`config.mk`:
```
export PLATFORM = sky130hd
export DESIGN_NAME = joint_space_rate_limiter
export DESIGN_NICKNAME = d
export VERILOG_FILES = /design/src/jsrl_pkg.sv /design/src/jsrl_ctrl.sv /design/src/jsrl_dp.sv /design/src/joint_space_rate_limiter.sv
export SDC_FILE = /design/constraint.sdc
export NUM_CORES = 2
export LEC_CHECK = 0
export BUFFER_PORTS_ARGS = -buffer_cell sky130_fd_sc_hd__buf_2
export CAP_MARGIN = 15
export CELL_PAD_IN_SITES_DETAIL_PLACEMENT = 1
export CELL_PAD_IN_SITES_GLOBAL_PLACEMENT = 1
export CORE_UTILIZATION = 50
export DETAILED_ROUTE_END_ITERATION = 12
export PLACE_DENSITY_LB_ADDON = 0.1
export SLEW_MARGIN = 20
export SYNTH_ARGS = -nofsm -noshare
export SYNTH_HDL_FRONTEND = slang
export SYNTH_SLANG_ARGS = --single-unit
```
`constraint.sdc`:
```
create_clock -name i_clk -period 13.5 [get_ports i_clk]
set_clock_uncertainty 0.2 [all_clocks]
set_input_delay 4.05 -clock i_clk [delete_from_list [all_inputs] [get_ports i_clk]]
set_output_delay 4.05 -clock i_clk [all_outputs]
set_load 0.01 [all_outputs]
```
`src/jsrl_pkg.sv`:
```
package jsrl_pkg;

    // Fixed field widths
    localparam int ANGLE_BITS    = 16;
    localparam int JOINT_COUNT   = 5;
    localparam int IDX_BITS      = $clog2(JOINT_COUNT);
    localparam int STEP_BITS     = 15;
    localparam int TOL_BITS      = 15;
    localparam int AGE_BITS      = 8;
    localparam int SERVO_BITS    = 9;
    localparam int FRAC_BITS     = 6;
    localparam int CFG_IDX_BITS  = 2;
    localparam int CFG_DATA_BITS = 15;
    localparam int CNT_BITS      = $clog2(STEP_BITS);

    // Servo mapping, whole degrees
    localparam int SERVO_LO     = 88;
    localparam int SERVO_HI     = 268;
    localparam int SERVO_OFFSET = 178;

    // Register reset values
    localparam logic [STEP_BITS-1:0] STEP_LIMIT_RST  = STEP_BITS'(96);
    localparam logic [TOL_BITS-1:0]  REACH_TOL_RST   = TOL_BITS'(32);
    localparam logic [TOL_BITS-1:0]  ARRIVAL_TOL_RST = TOL_BITS'(128);
    localparam logic [AGE_BITS-1:0]  STALE_RST       = AGE_BITS'(100);
    localparam logic [AGE_BITS-1:0]  AGE_MAX         = '1;

    typedef logic signed [ANGLE_BITS-1:0] t_angle;
    typedef logic [ANGLE_BITS-1:0]        t_mag;
    typedef logic [IDX_BITS-1:0]          t_idx;

    localparam t_angle POS_J2 = t_angle'(190 * 64);
    localparam t_angle POS_J3 = t_angle'(-140 * 64);
    localparam t_angle POS_J4 = t_angle'(-50 * 64);
    localparam t_idx   LAST_IDX = t_idx'(JOINT_COUNT - 1);

    typedef enum logic [1:0] {
        OP_TICK     = 2'd0,
        OP_TARGET   = 2'd1,
        OP_FEEDBACK = 2'd2,
        OP_NONE     = 2'd3
    } t_opcode;

    typedef enum logic [CFG_IDX_BITS-1:0] {
        CFG_STEP_LIMIT  = 2'd0,
        CFG_REACH_TOL   = 2'd1,
        CFG_ARRIVAL_TOL = 2'd2,
        CFG_STALE_TICKS = 2'd3
    } t_cfg_idx;

    typedef enum logic [2:0] {
        S_IDLE,
        S_SCAN,
        S_DECIDE,
        S_MUL,
        S_DIV,
        S_WRITE,
        S_EMIT
    } t_state;

    // Controller to datapath
    typedef struct packed {
        logic tgt_write;
        logic fb_write;
        logic scan_clr;
        logic scan_step;
        logic age_inc;
        logic latch_upd;
        logic mul_load;
        logic snap;
        logic div_step;
        logic pos_write;
        logic out_load;
        logic out_cmd_valid;
        t_idx idx;
    } t_dp_cmd;

    // Datapath to controller
    typedef struct packed {
        logic target_set;
        logic converged;
        logic scale;
    } t_dp_stat;

    // Power-up pose
    function automatic t_angle start_pos(input t_idx idx);
        t_angle v;
        case (idx)
            t_idx'(1): v = POS_J2;
            t_idx'(2): v = POS_J3;
            t_idx'(3): v = POS_J4;
            default:   v = '0;
        endcase
        return v;
    endfunction

endpackage

```
`src/jsrl_ctrl.sv`:
```
module jsrl_ctrl
    import jsrl_pkg::*;
(
    input  logic     i_clk,
    input  logic     i_rst_n,
    input  logic     i_in_valid,
    input  t_opcode  i_opcode,
    output logic     o_in_ready,
    output logic     o_out_valid,
    input  logic     i_out_ready,
    input  t_dp_stat i_stat,
    output t_dp_cmd  o_cmd
);

    t_state                r_state, n_state;
    t_idx                  r_idx, n_idx;
    logic [CNT_BITS-1:0]   r_bit, n_bit;
    logic                  r_move, n_move;
    logic                  r_out_valid, n_out_valid;

    localparam logic [CNT_BITS-1:0] LAST_BIT = CNT_BITS'(STEP_BITS - 1);

    // State and sequencing registers
    always_ff @(posedge i_clk) begin
        if (!i_rst_n) begin
            r_state     <= S_IDLE;
            r_idx       <= '0;
            r_bit       <= '0;
            r_move      <= 1'b0;
            r_out_valid <= 1'b0;
        end else begin
            r_state     <= n_state;
            r_idx       <= n_idx;
            r_bit       <= n_bit;
            r_move      <= n_move;
            r_out_valid <= n_out_valid;
        end
    end

    // Next state and datapath commands
    always_comb begin
        n_state    = r_state;
        n_idx      = r_idx;
        n_bit      = r_bit;
        n_move     = r_move;
        o_cmd      = '0;
        o_cmd.idx  = r_idx;
        o_in_ready = 1'b0;

        unique case (r_state)
            S_IDLE: begin
                o_in_ready = 1'b1;
                if (i_in_valid) begin
                    unique case (i_opcode)
                        OP_TICK: begin
                            o_cmd.scan_clr = 1'b1;
                            n_idx          = '0;
                            n_state        = S_SCAN;
                        end
                        OP_TARGET: begin
                            o_cmd.tgt_write = 1'b1;
                            n_move          = 1'b0;
                            n_state         = S_EMIT;
                        end
                        OP_FEEDBACK: begin
                            o_cmd.fb_write = 1'b1;
                        end
                        OP_NONE: begin
                        end
                    endcase
                end
            end
            // one joint per cycle: largest delta and feedback check
            S_SCAN: begin
                o_cmd.scan_step = 1'b1;
                if (r_idx == LAST_IDX) begin
                    n_state = S_DECIDE;
                end else begin
                    n_idx = r_idx + t_idx'(1);
                end
            end
            S_DECIDE: begin
                o_cmd.age_inc = 1'b1;
                n_idx         = '0;
                if (!i_stat.target_set) begin
                    n_move  = 1'b0;
                    n_state = S_EMIT;
                end else if (i_stat.converged) begin
                    o_cmd.latch_upd = 1'b1;
                    n_move          = 1'b0;
                    n_state         = S_EMIT;
                end else begin
                    n_move  = 1'b1;
                    n_state = S_MUL;
                end
            end
            // largest delta within the step limit: all joints jump to target, else each goes to the divider
            S_MUL: begin
                if (i_stat.scale) begin
                    o_cmd.mul_load = 1'b1;
                    n_bit          = '0;
                    n_state        = S_DIV;
                end else begin
                    o_cmd.snap = 1'b1;
                    if (r_idx == LAST_IDX) begin
                        n_state = S_EMIT;
                    end else begin
                        n_idx = r_idx + t_idx'(1);
                    end
                end
            end
            S_DIV: begin
                o_cmd.div_step = 1'b1;
                if (r_bit == LAST_BIT) begin
                    n_state = S_WRITE;
                end else begin
                    n_bit = r_bit + CNT_BITS'(1);
                end
            end
            S_WRITE: begin
                o_cmd.pos_write = 1'b1;
                if (r_idx == LAST_IDX) begin
                    n_state = S_EMIT;
                end else begin
                    n_idx   = r_idx + t_idx'(1);
                    n_state = S_MUL;
                end
            end
            // wait for a free output register
            S_EMIT: begin
                o_cmd.out_cmd_valid = r_move;
                if (!r_out_valid || i_out_ready) begin
                    o_cmd.out_load = 1'b1;
                    n_state        = S_IDLE;
                end
            end
            default: begin
                n_state = S_IDLE;
            end
        endcase
    end

    // Output word valid
    always_comb begin
        if (o_cmd.out_load) begin
            n_out_valid = 1'b1;
        end else if (i_out_ready) begin
            n_out_valid = 1'b0;
        end else begin
            n_out_valid = r_out_valid;
        end
    end

    assign o_out_valid = r_out_valid;

endmodule

```
`src/jsrl_dp.sv`:
```
module jsrl_dp
    import jsrl_pkg::*;
(
    input  logic                     i_clk,
    input  logic                     i_rst_n,
    input  t_dp_cmd                  i_cmd,
    output t_dp_stat                 o_stat,
    input  t_angle                   i_value [JOINT_COUNT],
    input  logic [JOINT_COUNT-1:0]   i_update_mask,
    input  logic                     i_cfg_we,
    input  t_cfg_idx                 i_cfg_index,
    input  logic [CFG_DATA_BITS-1:0] i_cfg_data,
    output logic                     o_command_valid,
    output t_angle                   o_joint_cmd [4],
    output logic [SERVO_BITS-1:0]    o_servo_code,
    output logic                     o_arrived
);

    localparam int V_BITS = ANGLE_BITS + 2;
    localparam logic signed [V_BITS-1:0] V_OFFSET = V_BITS'(SERVO_OFFSET * 64);
    localparam logic signed [V_BITS-1:0] V_LO     = V_BITS'(SERVO_LO * 64);
    localparam int D_BITS = V_BITS - FRAC_BITS;
    localparam logic [D_BITS-1:0]     D_HI     = D_BITS'(SERVO_HI);
    localparam logic [SERVO_BITS-1:0] CODE_LO  = SERVO_BITS'(SERVO_LO);
    localparam logic [SERVO_BITS-1:0] CODE_HI  = SERVO_BITS'(SERVO_HI);

    // Configuration registers
    logic [STEP_BITS-1:0] r_step_limit;
    logic [TOL_BITS-1:0]  r_reach_tol;
    logic [TOL_BITS-1:0]  r_arrival_tol;
    logic [AGE_BITS-1:0]  r_stale;

    // Pose state
    t_angle               r_cmd_pos  [JOINT_COUNT];
    t_angle               r_tgt_pos  [JOINT_COUNT];
    t_angle               r_meas_pos [JOINT_COUNT];
    logic [JOINT_COUNT-1:0] r_seen;
    logic                 r_fb_seen;
    logic [AGE_BITS-1:0]  r_age;
    logic                 r_target_set;
    logic                 r_latch;

    // Scan and divide working registers
    t_mag                 r_maxd;
    logic                 r_disagree;
    t_mag                 r_rem;
    logic [STEP_BITS-1:0] r_dvd;
    logic [STEP_BITS-1:0] r_quo;
    logic                 r_neg;

    // Output word
    logic                 r_out_cmd_valid;
    t_angle               r_out_joint [4];
    logic [SERVO_BITS-1:0] r_out_servo;
    logic                 r_out_at;

    logic signed [ANGLE_BITS:0] delta;
    logic signed [ANGLE_BITS:0] fb_err;
    t_mag                 abs_delta;
    t_mag                 abs_err;
    logic [ANGLE_BITS+STEP_BITS-1:0] prod;
    logic [ANGLE_BITS:0]  trial;
    logic                 trial_ge;
    t_angle               step;
    logic                 agrees;
    logic signed [V_BITS-1:0] servo_v;
    logic [D_BITS-1:0]    servo_d;
    logic [SERVO_BITS-1:0] servo_code;

    // Delta and feedback error of the selected joint
    always_comb begin
        delta     = {r_tgt_pos[i_cmd.idx][ANGLE_BITS-1], r_tgt_pos[i_cmd.idx]}
                  - {r_cmd_pos[i_cmd.idx][ANGLE_BITS-1], r_cmd_pos[i_cmd.idx]};
        fb_err    = {r_meas_pos[i_cmd.idx][ANGLE_BITS-1], r_meas_pos[i_cmd.idx]}
                  - {r_tgt_pos[i_cmd.idx][ANGLE_BITS-1], r_tgt_pos[i_cmd.idx]};
        abs_delta = delta[ANGLE_BITS] ? t_mag'(-delta) : t_mag'(delta);
        abs_err   = fb_err[ANGLE_BITS] ? t_mag'(-fb_err) : t_mag'(fb_err);
        prod      = abs_delta * r_step_limit;
        trial     = {r_rem, r_dvd[STEP_BITS-1]};
        trial_ge  = trial >= {1'b0, r_maxd};
        step      = r_neg ? -t_angle'(r_quo) : t_angle'(r_quo);
    end

    // Decision status
    always_comb begin
        agrees            = !r_fb_seen || (r_age >= r_stale) || !r_disagree;
        o_stat.target_set = r_target_set;
        o_stat.converged  = r_maxd < t_mag'(r_reach_tol);
        o_stat.scale      = r_maxd > t_mag'(r_step_limit);
    end

    // Joint 5 servo code: truncated degrees plus offset, saturated
    always_comb begin
        servo_v = {{2{r_cmd_pos[LAST_IDX][ANGLE_BITS-1]}}, r_cmd_pos[LAST_IDX]} + V_OFFSET;
        servo_d = servo_v[V_BITS-1:FRAC_BITS];
        if (servo_v < V_LO) begin
            servo_code = CODE_LO;
        end else if (servo_d > D_HI) begin
            servo_code = CODE_HI;
        end else begin
            servo_code = servo_d[SERVO_BITS-1:0];
        end
    end

    // Configuration writes
    always_ff @(posedge i_clk) begin
        if (!i_rst_n) begin
            r_step_limit  <= STEP_LIMIT_RST;
            r_reach_tol   <= REACH_TOL_RST;
            r_arrival_tol <= ARRIVAL_TOL_RST;
            r_stale       <= STALE_RST;
        end else if (i_cfg_we) begin
            unique case (i_cfg_index)
                CFG_STEP_LIMIT:  r_step_limit  <= i_cfg_data;
                CFG_REACH_TOL:   r_reach_tol   <= i_cfg_data;
                CFG_ARRIVAL_TOL: r_arrival_tol <= i_cfg_data;
                CFG_STALE_TICKS: r_stale       <= i_cfg_data[AGE_BITS-1:0];
            endcase
        end
    end

    // Joint arrays
    always_ff @(posedge i_clk) begin
        if (!i_rst_n) begin
            for (int j = 0; j < JOINT_COUNT; j++) begin
                r_cmd_pos[j]  <= start_pos(t_idx'(j));
                r_tgt_pos[j]  <= '0;
                r_meas_pos[j] <= '0;
            end
        end else begin
            for (int j = 0; j < JOINT_COUNT; j++) begin
                if (i_cmd.tgt_write) begin
                    r_tgt_pos[j] <= i_value[j];
                end
                if (i_cmd.fb_write && i_update_mask[j]) begin
                    r_meas_pos[j] <= i_value[j];
                    if (!r_target_set) begin
                        r_cmd_pos[j] <= i_value[j];
                    end
                end
            end
            if (i_cmd.snap) begin
                r_cmd_pos[i_cmd.idx] <= r_tgt_pos[i_cmd.idx];
            end
            if (i_cmd.pos_write) begin
                r_cmd_pos[i_cmd.idx] <= r_cmd_pos[i_cmd.idx] + step;
            end
        end
    end

    // Target, arrival and feedback bookkeeping
    always_ff @(posedge i_clk) begin
        if (!i_rst_n) begin
            r_target_set <= 1'b0;
            r_latch      <= 1'b1;
            r_seen       <= '0;
            r_fb_seen    <= 1'b0;
            r_age        <= '0;
        end else begin
            if (i_cmd.tgt_write) begin
                r_target_set <= 1'b1;
                r_latch      <= 1'b0;
            end
            if (i_cmd.latch_upd && agrees) begin
                r_latch <= 1'b1;
            end
            if (i_cmd.fb_write && (i_update_mask != '0)) begin
                r_seen    <= r_seen | i_update_mask;
                r_fb_seen <= 1'b1;
                r_age     <= '0;
            end else if (i_cmd.age_inc && (r_age != AGE_MAX)) begin
                r_age <= r_age + AGE_BITS'(1);
            end
        end
    end

    // Scan accumulators and restoring divider
    always_ff @(posedge i_clk) begin
        if (i_cmd.scan_clr) begin
            r_maxd     <= '0;
            r_disagree <= 1'b0;
        end else if (i_cmd.scan_step) begin
            if (abs_delta > r_maxd) begin
                r_maxd <= abs_delta;
            end
            if (r_seen[i_cmd.idx] && (abs_err > t_mag'(r_arrival_tol))) begin
                r_disagree <= 1'b1;
            end
        end
        if (i_cmd.mul_load) begin
            // quotient fits STEP_BITS, so the upper part starts below the divisor
            r_rem <= prod[ANGLE_BITS+STEP_BITS-1:STEP_BITS];
            r_dvd <= prod[STEP_BITS-1:0];
            r_quo <= '0;
            r_neg <= delta[ANGLE_BITS];
        end else if (i_cmd.div_step) begin
            r_rem <= trial_ge ? t_mag'(trial - {1'b0, r_maxd}) : t_mag'(trial);
            r_dvd <= {r_dvd[STEP_BITS-2:0], 1'b0};
            r_quo <= {r_quo[STEP_BITS-2:0], trial_ge};
        end
    end

    // Output word register
    always_ff @(posedge i_clk) begin
        if (i_cmd.out_load) begin
            r_out_cmd_valid <= i_cmd.out_cmd_valid;
            r_out_at        <= !i_cmd.out_cmd_valid && r_latch;
            for (int j = 0; j < 4; j++) begin
                r_out_joint[j] <= i_cmd.out_cmd_valid ? r_cmd_pos[j] : '0;
            end
            r_out_servo <= i_cmd.out_cmd_valid ? servo_code : '0;
        end
    end

    assign o_command_valid = r_out_cmd_valid;
    assign o_joint_cmd     = r_out_joint;
    assign o_servo_code    = r_out_servo;
    assign o_arrived       = r_out_at;

endmodule

```
`src/joint_space_rate_limiter.sv`:
```
// Joint-space rate limiter for five joints, angles in signed 1/64-degree units.
// Input channel (i_in_valid / o_in_ready): one word per item; opcode selects a
// tick, a set-target or a joint-feedback word. Feedback and opcode three give no
// result; tick and set-target each give exactly one output word.
// Output channel (o_out_valid / i_out_ready): command_valid, four joint commands,
// joint 5 servo code, arrival flag; joint and servo are zero if command_valid is 0.
// Config channel (i_cfg_valid / o_cfg_ready, always ready): index 0 step limit,
// 1 reach tolerance, 2 arrival tolerance, 3 stale tick count. Write only when idle.
// Sequencing: set-target goes via the emit state to the output register, feedback
// is taken while idle, and a tick scans every joint, then decides. A moving tick
// walks the joints one at a time: each goes straight to target or, when scaled,
// gets one multiply, then a 15-bit restoring divider, one quotient bit per cycle.
// One item is in work at a time; a new word is taken once the previous result
// sits in the output register.
// Reset (synchronous, active low) restores the power-up pose, clears target and
// feedback state, sets the arrival latch and loads register defaults.
// A stalled receiver holds the output word; the next result waits in the
// controller until the output register frees up.
module joint_space_rate_limiter
    import jsrl_pkg::*;
(
    input  logic                     i_clk,
    input  logic                     i_rst_n,
    input  logic                     i_in_valid,
    output logic                     o_in_ready,
    input  logic [1:0]               i_opcode,
    input  logic signed [15:0]       i_value_j1,
    input  logic signed [15:0]       i_value_j2,
    input  logic signed [15:0]       i_value_j3,
    input  logic signed [15:0]       i_value_j4,
    input  logic signed [15:0]       i_value_j5,
    input  logic [4:0]               i_update_mask,
    output logic                     o_out_valid,
    input  logic                     i_out_ready,
    output logic                     o_command_valid,
    output logic signed [15:0]       o_joint1_cmd,
    output logic signed [15:0]       o_joint2_cmd,
    output logic signed [15:0]       o_joint3_cmd,
    output logic signed [15:0]       o_joint4_cmd,
    output logic [8:0]               o_servo_code,
    output logic                     o_arrived,
    input  logic                     i_cfg_valid,
    output logic                     o_cfg_ready,
    input  logic [1:0]               i_cfg_index,
    input  logic [14:0]              i_cfg_data
);

    t_dp_cmd  dp_cmd;
    t_dp_stat dp_stat;
    t_angle   value [JOINT_COUNT];
    t_angle   joint_cmd [4];

    assign value[0] = i_value_j1;
    assign value[1] = i_value_j2;
    assign value[2] = i_value_j3;
    assign value[3] = i_value_j4;
    assign value[4] = i_value_j5;

    assign o_cfg_ready = 1'b1;

    // Sequencer
    jsrl_ctrl u_ctrl (
        .i_clk       (i_clk),
        .i_rst_n     (i_rst_n),
        .i_in_valid  (i_in_valid),
        .i_opcode    (t_opcode'(i_opcode)),
        .o_in_ready  (o_in_ready),
        .o_out_valid (o_out_valid),
        .i_out_ready (i_out_ready),
        .i_stat      (dp_stat),
        .o_cmd       (dp_cmd)
    );

    // Pose state, divider and output word
    jsrl_dp u_dp (
        .i_clk           (i_clk),
        .i_rst_n         (i_rst_n),
        .i_cmd           (dp_cmd),
        .o_stat          (dp_stat),
        .i_value         (value),
        .i_update_mask   (i_update_mask),
        .i_cfg_we        (i_cfg_valid),
        .i_cfg_index     (t_cfg_idx'(i_cfg_index)),
        .i_cfg_data      (i_cfg_data),
        .o_command_valid (o_command_valid),
        .o_joint_cmd     (joint_cmd),
        .o_servo_code    (o_servo_code),
        .o_arrived       (o_arrived)
    );

    assign o_joint1_cmd = joint_cmd[0];
    assign o_joint2_cmd = joint_cmd[1];
    assign o_joint3_cmd = joint_cmd[2];
    assign o_joint4_cmd = joint_cmd[3];

`ifndef SYNTHESIS
    // a moving result never reports arrival
    a_move_not_arrived: assert property (@(posedge i_clk) disable iff (!i_rst_n)
        o_out_valid |-> !(o_command_valid && o_arrived))
        else $error("command word reports arrival");

    // servo code stays in its saturation range
    a_servo_range: assert property (@(posedge i_clk) disable iff (!i_rst_n)
        (o_out_valid && o_command_valid) |->
            (o_servo_code >= SERVO_BITS'(SERVO_LO) && o_servo_code <= SERVO_BITS'(SERVO_HI)))
        else $error("servo code out of range");

    // joint 1, joint 4 and servo fields are zero in a word without a command
    a_unused_zero: assert property (@(posedge i_clk) disable iff (!i_rst_n)
        (o_out_valid && !o_command_valid) |->
            (o_joint1_cmd == '0 && o_joint4_cmd == '0 && o_servo_code == '0))
        else $error("unused command fields not cleared");

    // feedback never produces a word
    a_feedback_silent: assert property (@(posedge i_clk) disable iff (!i_rst_n)
        (i_in_valid && o_in_ready && i_opcode == OP_FEEDBACK && !o_out_valid) |=> !o_out_valid)
        else $error("feedback produced an output word");
`endif

endmodule
```
# Yosys cells after proc, flatten, opt, wreduce, memory -nomap -nowiden
# Memories as Yosys holds them, arrays and structs flattened. A register that Yosys moved wholly into a read port is not among the register bits.
# Index checks and enable logic that the tools add are counted.
totals:
  ramBits: 240
  reg_bits: 156
  input_bits: 109
  output_inout_bits: 78
  n_memories: 3
mem_list:
  columns: ["name", "depth", "width", "rd", "rd_clocked_by_memory_dff", "write_ports", "line", "source"]
  rows:
  - ["u_dp.r_cmd_pos", 5, 16, 6, 5, 5, "jsrl_dp.sv:34", "t_angle r_cmd_pos [JOINT_COUNT];"]
  - ["u_dp.r_meas_pos", 5, 16, 1, 1, 5, "jsrl_dp.sv:36", "t_angle r_meas_pos [JOINT_COUNT];"]
  - ["u_dp.r_tgt_pos", 5, 16, 1, 1, 5, "jsrl_dp.sv:35", "t_angle r_tgt_pos [JOINT_COUNT];"]
classes:
  addsub: 11
  n_mux: 125
  bitwise: 19
  reduce_logical: 46
  n_eq_ne: 25
  multipliers: 1
  magnitude_cmp: 9
ops:
  columns: ["cell", "count"]
  rows:
  - ["16-bit 2-to-1 mux", 27]
  - ["3-bit 2-to-1 mux", 22]
  - ["1-bit 2-to-1 mux", 61]
  - ["16-bit by 16-bit subtractor with 17-bit output", 2]
  - ["16-bit by 15-bit greater-than comparator with 1-bit output", 2]
  - ["16-bit negator", 2]
  - ["16-bit by 15-bit multiplier with 31-bit output", 1]
  - ["15-bit 2-to-1 mux", 2]
  - ["3-bit case mux with 7 select lines", 1]
  - ["18-bit by 14-bit less-than comparator with 1-bit output (second input constant)", 1]
  - ["16-bit by 15-bit adder with 17-bit output (second input constant)", 1]
  - ["17-bit by 16-bit >= comparator with 1-bit output", 1]
  - ["16-bit adder", 1]
  - ["16-bit greater-than comparator", 1]
  - ["16-bit by 15-bit less-than comparator with 1-bit output", 1]
  - ["15-bit negator with 16-bit output", 1]
  - ["1-bit OR", 16]
  - ["16-bit OR reduction", 1]
  - ["16-bit subtractor", 1]
  - ["3-bit equality test (second input constant)", 4]
  - ["12-bit by 9-bit greater-than comparator with 1-bit output (second input constant)", 1]
  - ["2-bit != test (second input constant)", 6]
  - ["3-bit case mux with 4 select lines", 1]
  - ["2-bit AND reduction", 6]
  - ["other kinds (37)", 73]

# Logic depth before layout (Yosys ltp)
depth:
  depth_word: 10
  depth_mapped: 44

# Modules after synthesis
# Synthesis repeated with hierarchy kept, for this count alone.
unflattened:
  cells_unflattened: 3540
  area_unflattened_um2: 35730.5
by_module_without_submodules:
  columns: ["module", "area_per_inst_um2", "cells_per_inst", "n_inst"]
  rows:
  - ["jsrl_dp", 34822.1, 3425, 1]
  - ["jsrl_ctrl", 897.1, 113, 1]
  - ["joint_space_rate_limiter", 11.3, 2, 1]

# Worst setup path before layout
# Ideal clock, no wire load.
synth_path:
  path_kind: "flip-flop to flip-flop"
  start: "reg with a tool-made name"
  end: "reg u_dp.r_rem[12], data pin"
  path_buffers: 4
  slack_ps: 1922
  setup_time_ps: 264
  synth_period_minus_slack_ps: 11578
  arrival_time_ps: 11114
  stages_incl_launch_ff: 40
  path_cell_list: "dfxtp_1 -> clkbuf_1 -> buf_2 -> clkbuf_1 -> buf_1 -> mux4_2 -> mux2i_1 -> ha_1 -> nor2b_1 -> o21a_1 -> o21a_1 -> o41a_1 -> o41a_1 -> a2111oi_4 -> nand4_4 -> o41ai_4 -> xor2_4 -> inv_4 -> (+4 left out) -> inv_1 -> fa_1 -> fa_1 -> fa_1 -> inv_1 -> fa_1 -> inv_1 -> ha_1 -> a21o_1 -> a21oi_1 -> nor2_1 -> a31o_2 -> o31ai_1 -> a211oi_1 -> o21ai_0 -> a21boi_0 -> o41ai_1 -> nor2_1"
synth_lines:
  columns: ["item", "line", "source"]
  rows:
  - ["to (signal assigned)", "jsrl_dp.sv:192", "r_rem <= prod[ANGLE_BITS+STEP_BITS-1:STEP_BITS];"]
  - ["to (signal assigned)", "jsrl_dp.sv:197", "r_rem <= trial_ge ? t_mag'(trial - {1'b0, r_maxd}) : t_mag'(trial);"]
  - ["to (decl)", "jsrl_dp.sv:46", "t_mag r_rem;"]

==> metrics.md <==
| Metric | Value |
|---|---|
| Total core area | `between 60000 and 70000 um^2` |
| Share of the synthesized area in the top cell type | `33.6%` |
| Post-Synth Adder-Cell Area | `18.8%` |
| Syn Inst Count | `3414` |
| Worst Setup Start Kind | `flop` |
| Htree depth | `2` |
| CP Capture Type | `flop` |
| Post-Syn Area | `roughly 35000 um^2` |
| # port buffers | `185` |
| Die footprint | `a little over 70000 um^2` |
| Via-to-Cell Ratio | `6.04` |
| WL final | `approximately 120000 um` |
| Minimum clock period | `11.87 ns` |
| Final Cycle Share | `88.0%` |
| 1st-iter DRT viols | `2170` |
| Clock Tree Buf Depth | `3` |
| Diodes inserted | `0` |
| Largest net degree at the start of global routing | `98` |
| Largest family of logic cells by synthesized area | `adder cells` |
| Skew-Pair Late Insertion Delay | `0.64 ns` |
| Vias in the first global route | `29800` |
| Worst hold-check path type | `reg -> reg` |
| Synth Flop Type | `edfxtp_1` |
| Most frequent CP cell | `fa_1` |
| Yosys top cell by area | `edfxtp_1` |
| Largest stage delay on the critical path | `between 0.9 and 1 ns` |
| Area of the multi-input gates | `~19000 um^2` |
| DRC viols | `0` |
| Rows | `97` |
| Number of fill cells in the layout | `between 7000 and 8000` |
| Slew margin rel. | `21.8%` |
| Outcome | `completed` |
| Asr flop ratio synth | `0%` |
| Post-synthesis cell type count | `76` |
| Num Clock Sinks | `around 510` |
| Yosys Warn Count | `0` |
| Max-slew violation count | `0` |
| Syn avg cell area | `10.3 um^2` |
| Max-Cap Viols | `0` |
| Routability cong. | `a little under 1` |
| Post-CTS setup buffer count | `0` |
| Grt total ovfl | `0` |
| Num ports | `187` |
| Slew @ Worst Pin | `1.16 ns` |
| Complex-gate fraction of the synthesized area | `10.5%` |
| Commonest non-fill, non-tap cell in the layout | `nand2_1` |
| Post-Synth Simple-Gate Area | `15.6%` |
| Hold Buf Count CTS | `0` |
| CP Data Required Time | `13.62 ns` |
| Syn nets | `3942` |
| Synth Area in XOR/XNOR | `3.23%` |
| Detailed-route wire length per cell | `roughly 27 um` |
| Hold wc startpoint | `u_dp.r_reach_tol[7]$_SDFFE_PN0P_` |
| Crit path kind | `reg -> reg` |
| Initial antenna violation count | `6` |
| Area grow syn2layout | `11.6%` |
| Crit path max fanout | `29` |
| DP Wirelength | `92000 um` |
| Detail Route Antenna Nets | `0` |
| CTS resizes | `0` |
| TritonCTS clock tree | `yes` |
| Fmax | `approximately 84 MHz` |
| First-pass GRT wire length | `181000 um` |
| Final Setup Violations | `0` |
| Mux share of post-synthesis cell area | `5.97%` |
| Initial Utilization | `between 50 and 60%` |
| GRT Util Overall | `34.0%` |
| Die height | `~270 um` |
| Data arrival time of the worst path | `12.00 ns` |
| Vias | `approximately 27000` |
| Sequential cell area | `between 10000 and 15000 um^2` |
| EDFF count, synth | `395` |
| Nets | `4069` |
| Register area share after synthesis | `about two fifths` |
| Root buffer cell | `clkbuf_16` |
| Drt first pass iters | `7` |
| Die W | `268 um` |
| CTS clk-pin slew, worst paths | `0.06 ns` |
| Area contributors post-synth | `edfxtp_1, fa_1, ha_1` |
| Final hold vios | `0` |
| Seq cells post-synth | `511` |
| Slowest CP cell | `dfxtp_2` |
| Layout cells sized above 1 | `12.6%` |
| Num CTS Buffers | `57` |
| Most frequent cells in the layout | `nand2_1, edfxtp_1, inv_1` |
| RSZ-0062 raised after global routing | `no` |
| Setup TNS | `0 ns` |
-- path summary, 6_finish.rpt --
path / to / slack [ns] / cells past startpoint
worst max-delay path: u_dp.r_rem[14]$_DFFE_PP_ / 1.63 / 37
worst min-delay path: u_dp.r_reach_tol[7]$_SDFFE_PN0P_ / 0.27 / 2
worst max register to register: u_dp.r_rem[14]$_DFFE_PP_ / 1.63 / 37
worst min register to register: u_dp.r_reach_tol[7]$_SDFFE_PN0P_ / 0.27 / 2
-- through the flow --
step / instances / setup slack (ns) / hold WS (ns) / util [%] / area, um^2
finish: 4530 / 1.63 / 0.268 / 56.3 / 39400
global route: 4530 / 0.973 / 0.293 / 56.3 / 39400
CTS: 4529 / 1.69 / 0.271 / 56.3 / 39300
detailed placement: 4421 / 1.79 / 0.248 / 53.3 / 37200
global placement: 4421 / 2.06 / 0.240 / 53.3 / 37200
floorplan: 3414 / 1.92 / 0.233 / - / 35300
-- synth_stat cells, types with 104 or more instances --
cell      number
nand2_1      422
edfxtp_1     395
inv_1        360
ha_1         235
and3_1       234
fa_1         184
o21ai_0      172
nor2_1       154
clkbuf_1     151
a21oi_1      135
dfxtp_1      116
and2_1       104
-- critical path, delay by kind of cell (launching register included) --
| family | cells | cell delay [ns] |
|---|---|---|
| fa+ha+maj | 9 | 4.04 |
| mux | 2 | 0.68 |
| flops | 1 | 0.95 |
| simple gates | 6 | 1.14 |
| xor+xnor | 2 | 0.62 |
| buf+inv | 6 | 0.43 |
| compound gates | 12 | 3.49 |
-- cells by family (layout without fill, tap and decap cells) --
family / count (synthesis) / in the layout
adders and majority gates: 419 / 419
xor gates and xnor gates: 128 / 128
and+or+nand+nor: 1114 / 1114
muxes: 128 / 128
buffers and inverters: 532 / 708
DFF: 511 / 511
other: 1 / 1
AOI/OAI and AO/OA: 581 / 581
-- sequential cells by signal, summed over array words and instances, names as in the netlist, 3 cells and up, named ones only --
register	cells
u_ctrl.r_bit	4
u_ctrl.r_idx	3
u_ctrl.r_state	3
u_dp.o_joint_cmd	64
u_dp.o_servo_code	9
u_dp.r_age	8
u_dp.r_arrival_tol	15
u_dp.r_cmd_pos	128
u_dp.r_dvd	15
u_dp.r_maxd	16
u_dp.r_meas_pos	80
u_dp.r_quo	15
u_dp.r_reach_tol	15
u_dp.r_rem	16
u_dp.r_seen	5
u_dp.r_stale	8
u_dp.r_step_limit	15
u_dp.r_tgt_pos	80
-- cell type report --
cell class | count | area share (%)
clock inverter | 43 | 1.67
clock buffer | 65 | 3.70
inverter | 364 | 3.48
sequential | 511 | 36.0
multi-input combinational | 2371 | 48.8
tap | 940 | 2.99
timing repair buffer | 236 | 3.35
-- per-layer routing --
metal / track usage, % / share of wire, %
met4: 22.9 / 7.5
met3: 4.16 / 5.2
met1: 39.0 / 37
met2: 59.6 / 50
met5: 0 / 0.061
Power is left out: the tool's default activity adds up to more than one toggle a clock period on the data nets, which glitch-free logic cannot reach.
